**config.mk**
```make
export PLATFORM = sky130hd
export DESIGN_NAME = interp_table_sail_angle
export DESIGN_NICKNAME = d
export VERILOG_FILES = /design/src/rtl/itsa_pkg.sv /design/src/rtl/itsa_ram.sv /design/src/rtl/itsa_div.sv /design/src/rtl/interp_table_sail_angle.sv
export SDC_FILE = /design/constraint.sdc
export NUM_CORES = 2
export LEC_CHECK = 0
export BUFFER_PORTS_ARGS = -buffer_cell sky130_fd_sc_hd__buf_2
export CORE_ASPECT_RATIO = 1.4
export CORE_MARGIN = 2
export CORE_UTILIZATION = 55
export DETAILED_ROUTE_END_ITERATION = 6
export PLACE_DENSITY = 0.69
export SLEW_MARGIN = 20
export SYNTH_ARGS = -nofsm -noshare
export SYNTH_HDL_FRONTEND = slang
export SYNTH_SLANG_ARGS = --single-unit
```
**constraint.sdc**
```tcl
create_clock -name clk_i -period 10.1 [get_ports clk_i]
set_input_delay 0.505 -clock clk_i [delete_from_list [all_inputs] [get_ports clk_i]]
set_output_delay 0.505 -clock clk_i [all_outputs]
set_load 0.005 [all_outputs]
```
**src/rtl/itsa_pkg.sv**
```systemverilog
// Package for the sail angle interpolation table.
// Holds request codes, result status codes, the no-position command, divider constants and the result type.
// No dependencies.
`timescale 1ns / 1ps
`default_nettype none

package itsa_pkg;

  // Request codes carried by req_type.
  localparam logic [1:0] REQ_APPEND = 2'd0;
  localparam logic [1:0] REQ_FLAG   = 2'd1;
  localparam logic [1:0] REQ_QUERY  = 2'd2;

  // Result status codes.
  typedef enum logic [1:0] {
    ST_EXACT  = 2'd0,
    ST_INTERP = 2'd1,
    ST_NONE   = 2'd2,
    ST_ECHO   = 2'd3
  } status_e;

  // Command value that means no position (-1.0 degree in Q9.6).
  localparam logic signed [15:0] NO_POSITION = -16'sd64;

  // The divider takes one quotient bit per cycle.
  localparam int unsigned DIV_STEPS = 32;
  localparam int unsigned DIV_CNT_W = 5;

  // One result item as it leaves the block.
  typedef struct packed {
    logic        valid;
    logic [15:0] sail_command;
    status_e     status;
    logic        last_of_run;
  } result_t;

endpackage

`default_nettype wire

```
**src/rtl/itsa_ram.sv**
```systemverilog
// Generic simple dual-port RAM with one write port and one registered read port.
// Depends on nothing.
`timescale 1ns / 1ps
`default_nettype none

module itsa_ram #(
  parameter int unsigned WIDTH = 32,
  parameter int unsigned DEPTH = 64
) (
  input  wire logic                     clk_i,
  input  wire logic                     we_i,
  input  wire logic [$clog2(DEPTH)-1:0] waddr_i,
  input  wire logic [WIDTH-1:0]         wdata_i,
  input  wire logic                     re_i,
  input  wire logic [$clog2(DEPTH)-1:0] raddr_i,
  output logic      [WIDTH-1:0]         rdata_o
);

  logic [WIDTH-1:0] mem_q [DEPTH];

  // Write and registered read.
  always_ff @(posedge clk_i) begin
    if (we_i) begin
      mem_q[waddr_i] <= wdata_i;
    end
    if (re_i) begin
      rdata_o <= mem_q[raddr_i];
    end
  end

endmodule

`default_nettype wire

```
**src/rtl/itsa_div.sv**
```systemverilog
// Restoring unsigned divider, one quotient bit per cycle (32 by 16 bits).
// Depends on itsa_pkg for the step count.
`timescale 1ns / 1ps
`default_nettype none

module itsa_div
  import itsa_pkg::*;
(
  input  wire logic        clk_i,
  input  wire logic        rst_ni,
  input  wire logic        start_i,
  input  wire logic [31:0] dividend_i,
  input  wire logic [15:0] divisor_i,
  output logic             done_o,
  output logic [31:0]      quot_o
);

  logic                 run_q;
  logic                 done_q;
  logic [DIV_CNT_W-1:0] cnt_q;
  logic [31:0]          dvd_q, dvd_d;
  logic [15:0]          rem_q, rem_d;
  logic [15:0]          dsr_q;
  logic [16:0]          shifted;
  logic [16:0]          rem_n;
  logic                 ge;

  // One restoring step: shift in the next dividend bit and try a subtract.
  always_comb begin
    shifted = {rem_q, dvd_q[31]};
    ge      = shifted >= {1'b0, dsr_q};
    rem_n   = ge ? (shifted - {1'b0, dsr_q}) : shifted;
    rem_d   = rem_n[15:0];
    dvd_d   = {dvd_q[30:0], ge};
  end

  // Step sequencing.
  always_ff @(posedge clk_i or negedge rst_ni) begin
    if (!rst_ni) begin
      run_q  <= 1'b0;
      done_q <= 1'b0;
      cnt_q  <= '0;
      dvd_q  <= '0;
      rem_q  <= '0;
      dsr_q  <= '0;
    end else begin
      done_q <= 1'b0;
      if (start_i) begin
        run_q <= 1'b1;
        cnt_q <= DIV_CNT_W'(DIV_STEPS - 1);
        dvd_q <= dividend_i;
        rem_q <= '0;
        dsr_q <= divisor_i;
      end else if (run_q) begin
        dvd_q <= dvd_d;
        rem_q <= rem_d;
        cnt_q <= cnt_q - DIV_CNT_W'(1);
        if (cnt_q == '0) begin
          run_q  <= 1'b0;
          done_q <= 1'b1;
        end
      end
    end
  end

  assign done_o = done_q;
  assign quot_o = dvd_q;

endmodule

`default_nettype wire

```
**src/rtl/interp_table_sail_angle.sv**
```systemverilog
// Sail angle lookup with piecewise-linear interpolation over an appended table.
// Append and flag items complete in the idle state; busy stays low and the next item may follow.
// A query scans the table once at one entry per cycle (memory read port) and, if it
// finds a bracket but no exact match, multiplies and runs a 32-step divider.
// Results appear on valid_o from a register and cannot be stalled.
// Reset clears the entry count and the reached flag; table contents stay undefined.
`timescale 1ns / 1ps
`default_nettype none

module interp_table_sail_angle
  import itsa_pkg::*;
#(
  parameter int unsigned TABLE_DEPTH = 64
) (
  input  wire logic        clk_i,
  input  wire logic        rst_ni,
  input  wire logic        start,
  output logic             busy,
  input  wire logic [1:0]  req_type_i,
  input  wire logic [15:0] wind_angle_i,
  input  wire logic [15:0] entry_angle_i,
  input  wire logic [15:0] entry_position_i,
  input  wire logic        reached_i,
  output logic             valid_o,
  output logic [15:0]      sail_command_o,
  output logic [1:0]       status_o,
  output logic             last_of_run_o
);

  localparam int unsigned AW = $clog2(TABLE_DEPTH);
  localparam int unsigned CW = $clog2(TABLE_DEPTH + 1);

  typedef enum logic [2:0] {
    S_IDLE,
    S_SCAN,
    S_MUL,
    S_DGO,
    S_DIV,
    S_TAIL
  } state_e;

  state_e             state_q;
  logic [CW-1:0]      cnt_q;
  logic               flag_q;
  logic [CW-1:0]      rd_idx_q;
  logic               dv_q;
  logic               have_prev_q;
  logic               brk_q;
  logic signed [15:0] q_q;
  logic signed [15:0] prev_w_q, prev_s_q;
  logic signed [15:0] lw_q, lp_q, uw_q, up_q;
  logic signed [33:0] prod_q;
  logic [15:0]        den_q;
  result_t            res_q, res_d;

  logic               accept;
  logic               full;
  logic               ram_we;
  logic               ram_re;
  logic               issue;
  logic [31:0]        ram_wdata;
  logic [31:0]        ram_rdata;
  logic signed [15:0] rd_w, rd_s;
  logic signed [16:0] dq, ds;
  logic [16:0]        den_w;
  logic signed [33:0] prod_mag;
  logic               div_start;
  logic               div_done;
  logic [31:0]        div_quot;
  logic signed [17:0] quot_s;
  logic signed [17:0] sum;
  logic signed [15:0] sat;

  assign accept    = start && !busy;
  assign busy      = (state_q != S_IDLE);
  assign full      = (cnt_q == CW'(TABLE_DEPTH));
  assign ram_we    = accept && (req_type_i == REQ_APPEND) && !full;
  assign ram_wdata = {entry_angle_i, entry_position_i};
  assign issue     = (rd_idx_q < cnt_q);
  assign ram_re    = (state_q == S_SCAN) && issue;
  assign rd_w      = ram_rdata[31:16];
  assign rd_s      = ram_rdata[15:0];

  // Table storage: wind angle in the upper half, sail position in the lower.
  itsa_ram #(
    .WIDTH (32),
    .DEPTH (TABLE_DEPTH)
  ) u_ram (
    .clk_i   (clk_i),
    .we_i    (ram_we),
    .waddr_i (cnt_q[AW-1:0]),
    .wdata_i (ram_wdata),
    .re_i    (ram_re),
    .raddr_i (rd_idx_q[AW-1:0]),
    .rdata_o (ram_rdata)
  );

  // Interpolation operands; the bracket guarantees a positive distance.
  always_comb begin
    dq       = 17'(q_q) - 17'(lw_q);
    ds       = 17'(up_q) - 17'(lp_q);
    den_w    = 17'(uw_q) - 17'(lw_q);
    prod_mag = prod_q[33] ? -prod_q : prod_q;
  end

  assign div_start = (state_q == S_DGO);

  itsa_div u_div (
    .clk_i      (clk_i),
    .rst_ni     (rst_ni),
    .start_i    (div_start),
    .dividend_i (prod_mag[31:0]),
    .divisor_i  (den_q),
    .done_o     (div_done),
    .quot_o     (div_quot)
  );

  // Quotient magnitude stays below 2^16; restore the sign and saturate the sum.
  always_comb begin
    quot_s = prod_q[33] ? -$signed({2'b00, div_quot[15:0]})
                        : $signed({2'b00, div_quot[15:0]});
    sum    = 18'(lp_q) + quot_s;
    if (sum > 18'sd32767) begin
      sat = 16'sh7fff;
    end else if (sum < -18'sd32768) begin
      sat = 16'sh8000;
    end else begin
      sat = sum[15:0];
    end
  end

  // Result of the current cycle; it is valid only where an item finishes or a flagged query echoes.
  always_comb begin
    res_d = '0;
    case (state_q)
      S_IDLE: begin
        if (accept && (req_type_i == REQ_QUERY)) begin
          if (flag_q) begin
            res_d = '{1'b1, wind_angle_i, ST_ECHO, 1'b0};
          end else if (cnt_q == '0) begin
            res_d = '{1'b1, NO_POSITION, ST_NONE, 1'b1};
          end
        end
      end
      S_SCAN: begin
        if (dv_q && (rd_w == q_q)) begin
          res_d = '{1'b1, rd_s, ST_EXACT, 1'b1};
        end else if (!dv_q && !issue && !brk_q) begin
          res_d = '{1'b1, NO_POSITION, ST_NONE, 1'b1};
        end
      end
      S_DIV: begin
        if (div_done) begin
          res_d = '{1'b1, sat, ST_INTERP, 1'b1};
        end
      end
      S_TAIL: begin
        res_d = '{1'b1, NO_POSITION, ST_NONE, 1'b1};
      end
      default: begin
      end
    endcase
  end

  // Control sequencer and result register.
  always_ff @(posedge clk_i or negedge rst_ni) begin
    if (!rst_ni) begin
      state_q     <= S_IDLE;
      cnt_q       <= '0;
      flag_q      <= 1'b0;
      rd_idx_q    <= '0;
      dv_q        <= 1'b0;
      have_prev_q <= 1'b0;
      brk_q       <= 1'b0;
      q_q         <= '0;
      prev_w_q    <= '0;
      prev_s_q    <= '0;
      lw_q        <= '0;
      lp_q        <= '0;
      uw_q        <= '0;
      up_q        <= '0;
      prod_q      <= '0;
      den_q       <= '0;
      res_q       <= '0;
    end else begin
      res_q <= res_d;
      case (state_q)
        S_IDLE: begin
          if (accept) begin
            case (req_type_i)
              REQ_APPEND: begin
                if (!full) begin
                  cnt_q <= cnt_q + CW'(1);
                end
              end
              REQ_FLAG: begin
                flag_q <= reached_i;
              end
              REQ_QUERY: begin
                q_q <= wind_angle_i;
                if (flag_q) begin
                  state_q <= S_TAIL;
                end else if (cnt_q != '0) begin
                  rd_idx_q    <= '0;
                  dv_q        <= 1'b0;
                  have_prev_q <= 1'b0;
                  brk_q       <= 1'b0;
                  state_q     <= S_SCAN;
                end
              end
              default: begin
              end
            endcase
          end
        end
        S_SCAN: begin
          // Issue the next read while checking the entry that just arrived.
          dv_q <= issue;
          if (issue) begin
            rd_idx_q <= rd_idx_q + CW'(1);
          end
          if (dv_q) begin
            if (rd_w == q_q) begin
              state_q <= S_IDLE;
            end else begin
              if (have_prev_q && !brk_q && (prev_w_q < q_q) && (rd_w > q_q)) begin
                brk_q <= 1'b1;
                lw_q  <= prev_w_q;
                lp_q  <= prev_s_q;
                uw_q  <= rd_w;
                up_q  <= rd_s;
              end
              prev_w_q    <= rd_w;
              prev_s_q    <= rd_s;
              have_prev_q <= 1'b1;
            end
          end else if (!issue) begin
            // Scan finished without an exact match.
            if (brk_q) begin
              state_q <= S_MUL;
            end else begin
              state_q <= S_IDLE;
            end
          end
        end
        S_MUL: begin
          prod_q  <= dq * ds;
          den_q   <= den_w[15:0];
          state_q <= S_DGO;
        end
        S_DGO: begin
          state_q <= S_DIV;
        end
        S_DIV: begin
          if (div_done) begin
            state_q <= S_IDLE;
          end
        end
        S_TAIL: begin
          state_q <= S_IDLE;
        end
        default: begin
          state_q <= S_IDLE;
        end
      endcase
    end
  end

  assign valid_o        = res_q.valid;
  assign sail_command_o = res_q.sail_command;
  assign status_o       = res_q.status;
  assign last_of_run_o  = res_q.last_of_run;

  // An echo result is never the last one and is always followed by no-position.
  a_echo_not_last: assert property (@(posedge clk_i) disable iff (!rst_ni)
    valid_o && (status_o == ST_ECHO) |-> !last_of_run_o)
    else $error("echo result marked as last");

  a_echo_tail: assert property (@(posedge clk_i) disable iff (!rst_ni)
    valid_o && (status_o == ST_ECHO) |=> valid_o && (status_o == ST_NONE) && last_of_run_o)
    else $error("echo result not followed by no-position result");

  a_cnt_bound: assert property (@(posedge clk_i) disable iff (!rst_ni)
    cnt_q <= CW'(TABLE_DEPTH))
    else $error("entry count beyond table depth");

  a_div_done_state: assert property (@(posedge clk_i) disable iff (!rst_ni)
    div_done |-> (state_q == S_DIV))
    else $error("divider finished outside the divide state");

  a_interp_from_div: assert property (@(posedge clk_i) disable iff (!rst_ni)
    valid_o && (status_o == ST_INTERP) |-> $past(div_done))
    else $error("interpolated result without a divider result");

endmodule

`default_nettype wire
```
==> summary.md <==
| Metric | Value |
|---|---|
| Clk slew on worst S/H paths | ~0.070 ns |
| Top cells by area, synth | edfxtp_1 (59%), mux4_2 (14%), dfrtp_1 (6.5%) |
| Post-cts resize count | 0 |
| Slowest cell on the critical path | a2111oi_0 |
| Total wire length | ~260000 microns |
| CP delay by family, top | adder cells |
| Post-synthesis sequential area ratio | 0.655 |
| Net Count, Synth | around 6400 |
| Core area | 191000 sq um |
| Final period utilization | 0.909 |
| Area Growth Syn to Fin | 10.5% |
| Synth cell count leaders | edfxtp_1 (2080), mux4_2 (672), inv_1 (411) |
| Mean routed wirelength per cell | a little under 30 microns |
| Final HPWL DP | ~160000 microns |
| Via density | 6.24 |
| CTS Root Cell | clkbuf_16 |
| DRT antenna net count | 0 |
| Final nets | ~6600 |
| RSZ-0062 raised after global routing | no |
| GRT Overall Usage | 0.268 |
| First-pass GRT wire length | approximately 380000 microns |
| Mapped Area | between 100000 and 150000 sq um |
| Rel. slew slack | 0.170 |
| Startpoint Class | register |
| R2R Path End | prod_q[28] |
| WP data required | approximately 11 ns |
| Crit path DAT | 9.83 ns |
| Most frequent cell after synthesis | edfxtp_1 |
| Main synth FF type | edfxtp_1 |
| Async S/R FF share, synth | 0.116 |
| Worst-Skew Late Latency | between 0.8 and 0.9 ns |
| 1st-iter DRT viols | a little over 5000 |
| Max FO, Critical Path | 8 |
| Post-Route Skew | 0.0702 ns |
| Maxcap violations | 0 |
| Final hold violations | 0 |
| Gr ovfl total | 0 |
| Outcome | finished clean |
| Layout cell share with drive strength beyond 1 | 0.227 |
| Distinct cell type count of the synthesized netlist | 75 |
| #FFs+latches synth | roughly 2400 |
| Gpl congestion | just under 1 |
| Area after DPL | 110000 sq um |
| Filler Cell Count | about 14000 |
| DRC Markers | 0 |
| Crit-path max cell delay | roughly 0.86 ns |
| CP Capture Type | register |
| Drt first pass iters | 5 |
| FF-to-FF Start | q_q[0] |
| IO buf count | 74 |
| TritonCTS buffer count | between 200 and 250 |
| Largest area contributor in the netlist | edfxtp_1 |
| CP Buf/Inv Count | 6 |
| Slew Limit Fails | 0 |
| Antenna violations before repair | 22 |
| TritonCTS clock tree | built |
| Worst path depth | 31 |
| Crit-path most repeated cell | fa_1 |
| Cells after Synth | roughly 5900 |
| Fin Hold WS | roughly 0.065 ns |
| Clock Path Buffers | 4 |
| Die height | approximately 520 microns |
| Average cell area after synthesis | approximately 18 sq um |
| Boundary Pins | 75 |
| Via Count | ~54000 |
| Critical path startpoint | q_q[0] |
| Final setup TNS | 0 ns |
| CTS sink count | 2353 |
| Actual slew at the worst max-slew pin | 1.24 ns |
| Vias in the first global route | approximately 57000 |
| Die width | approximately 370 microns |
| Setup Buffers After CTS | 0 |
| Final critical-path required period | around 9.2 ns |
| Fin area | ~120000 sq um |
| Final-report setup violation count | 0 |
| Setup CP Type | reg2reg |
| Yosys warns | 0 |
| Die area | approximately 200000 sq um |
| Number of flops mapped to enable cells by yosys | between 2000 and 2500 |
| Std-Cell Rows | 190 |
| FF-to-FF setup slack | 0.92 ns |
| R2R depth | 31 |
| Max Clk Rate | roughly 110 MHz |
| Worst hold-check path type | in2reg |
| Hold path startpoint | entry_angle_i[9] |
| H-Tree Depth | 4 |
| Largest net degree at the start of global routing | between 100 and 150 |
| CP endpoint | prod_q[28] |
| Starting Density | 0.553 |
| Area share of the largest cell type after synthesis | 0.590 |
==> through the flow <==
stage / util / instances / worst slack, ns
after CTS: 0.611 / 8718 / 0.985
final: 0.611 / 8726 / 0.916
after floorplan: - / 5861 / 2.08
after global placement: 0.575 / 8327 / 1.22
after detailed placement: 0.575 / 8327 / 1.07
after global routing: 0.611 / 8720 / 0.324
==> area by class of cell <==
type	count	area, sq um	share of cell area
multi-input combinational	2846	34600	0.296
timing repair buffer	228	1640	0.0140
sequential	2353	69300	0.593
tap	2496	3120	0.0267
inverter	412	1550	0.0132
clock buffer	280	5770	0.0493
clock inverter	104	925	0.00791
antenna	7	17.5	0.000150
==> logic make-up after synthesis <==
family / share of synthesized area
fa+ha+maj: 0.0817
mux: 0.160
flops: 0.655
xor+xnor: 0.0135
simple gates: 0.0372
buf+inv: 0.0237
compound gates: 0.0295
==> state kept, by name, summed over array words and instances, names as in the netlist, 5 cells and up <==
name and count:
u_div.quot_o 32, prev_w_q 16, lp_q 16, u_ram.rdata_o 32
u_div.rem_q 16, prod_q 33, up_q 16, den_q 16
u_ram.mem_q 2048, prev_s_q 16, lw_q 16, u_div.dsr_q 16
q_q 16, rd_idx_q 7, sail_command_o 16, cnt_q 7
uw_q 16, u_div.cnt_q 5
==> cell usage in the layout, fill, tap and decap left out, types with 10 or more instances in the layout <==
cell	instances
xnor2_1	108
clkinv_2	36
clkbuf_16	219
fa_1	301
nor3_1	37
o211ai_1	14
a211oi_1	15
o31ai_1	19
mux2i_1	43
a21oi_1	88
dfrtp_1	266
and2_1	45
a21o_1	40
mux2_2	118
nor2_4	65
xor2_1	48
edfxtp_1	2080
ha_1	209
nand3b_1	10
inv_1	411
o21ai_0	176
nand2_1	316
buf_2	64
or3_1	22
nand3_1	38
nor2b_1	46
and3_1	14
clkbuf_1	54
nand2b_1	27
buf_4	151
o21a_1	28
mux4_2	672
o41ai_1	10
nor2_1	163
clkinv_1	39
bufinv_16	16
nand4_1	13
o21bai_1	12
a31oi_1	16
==> layer usage <==
layer | track usage | vias to the layer above | part of all wire
met4 | 0.131 | 2 | 0.056
met2 | 0.475 | 1923 | 0.52
met1 | 0.329 | 29000 | 0.36
met3 | 0.0327 | 586 | 0.057
met5 | 0 | - | 0.000077
li1 | - | 23000 | -
==> worst min path at each step <==
stage / to / slack [ns] / depth (start not counted)
after floorplan: brk_q / 0.21 / 0
final: u_ram.mem_q[28][25] / 0.06 / 1
after global routing: u_ram.mem_q[26][25] / 0.04 / 1
after detailed placement: u_div.dsr_q[6] / 0.47 / 2
after global placement: u_div.dsr_q[0] / 0.45 / 2
after CTS: q_q[4] / 0.04 / 2
==> worst register-to-register path: cells and delay by family (launching register included) <==
kind	cells	cell delay, ns
buffers and inverters	6	0.34
XOR/XNOR	2	0.85
AO/OA/AOI/OAI	9	2.55
flip-flops	1	0.40
AND/OR/NAND/NOR	5	0.71
adder cells (fa/ha/maj)	9	4.14
==> timing repair <==
item,CTS,global route
endpoints found under the hold margin,97,0
endpoints found under the setup margin,0,0
hold buffers,7,0
Power is left out: the tool's default activity adds up to more than one toggle a clock period on the data nets, which glitch-free logic cannot reach.
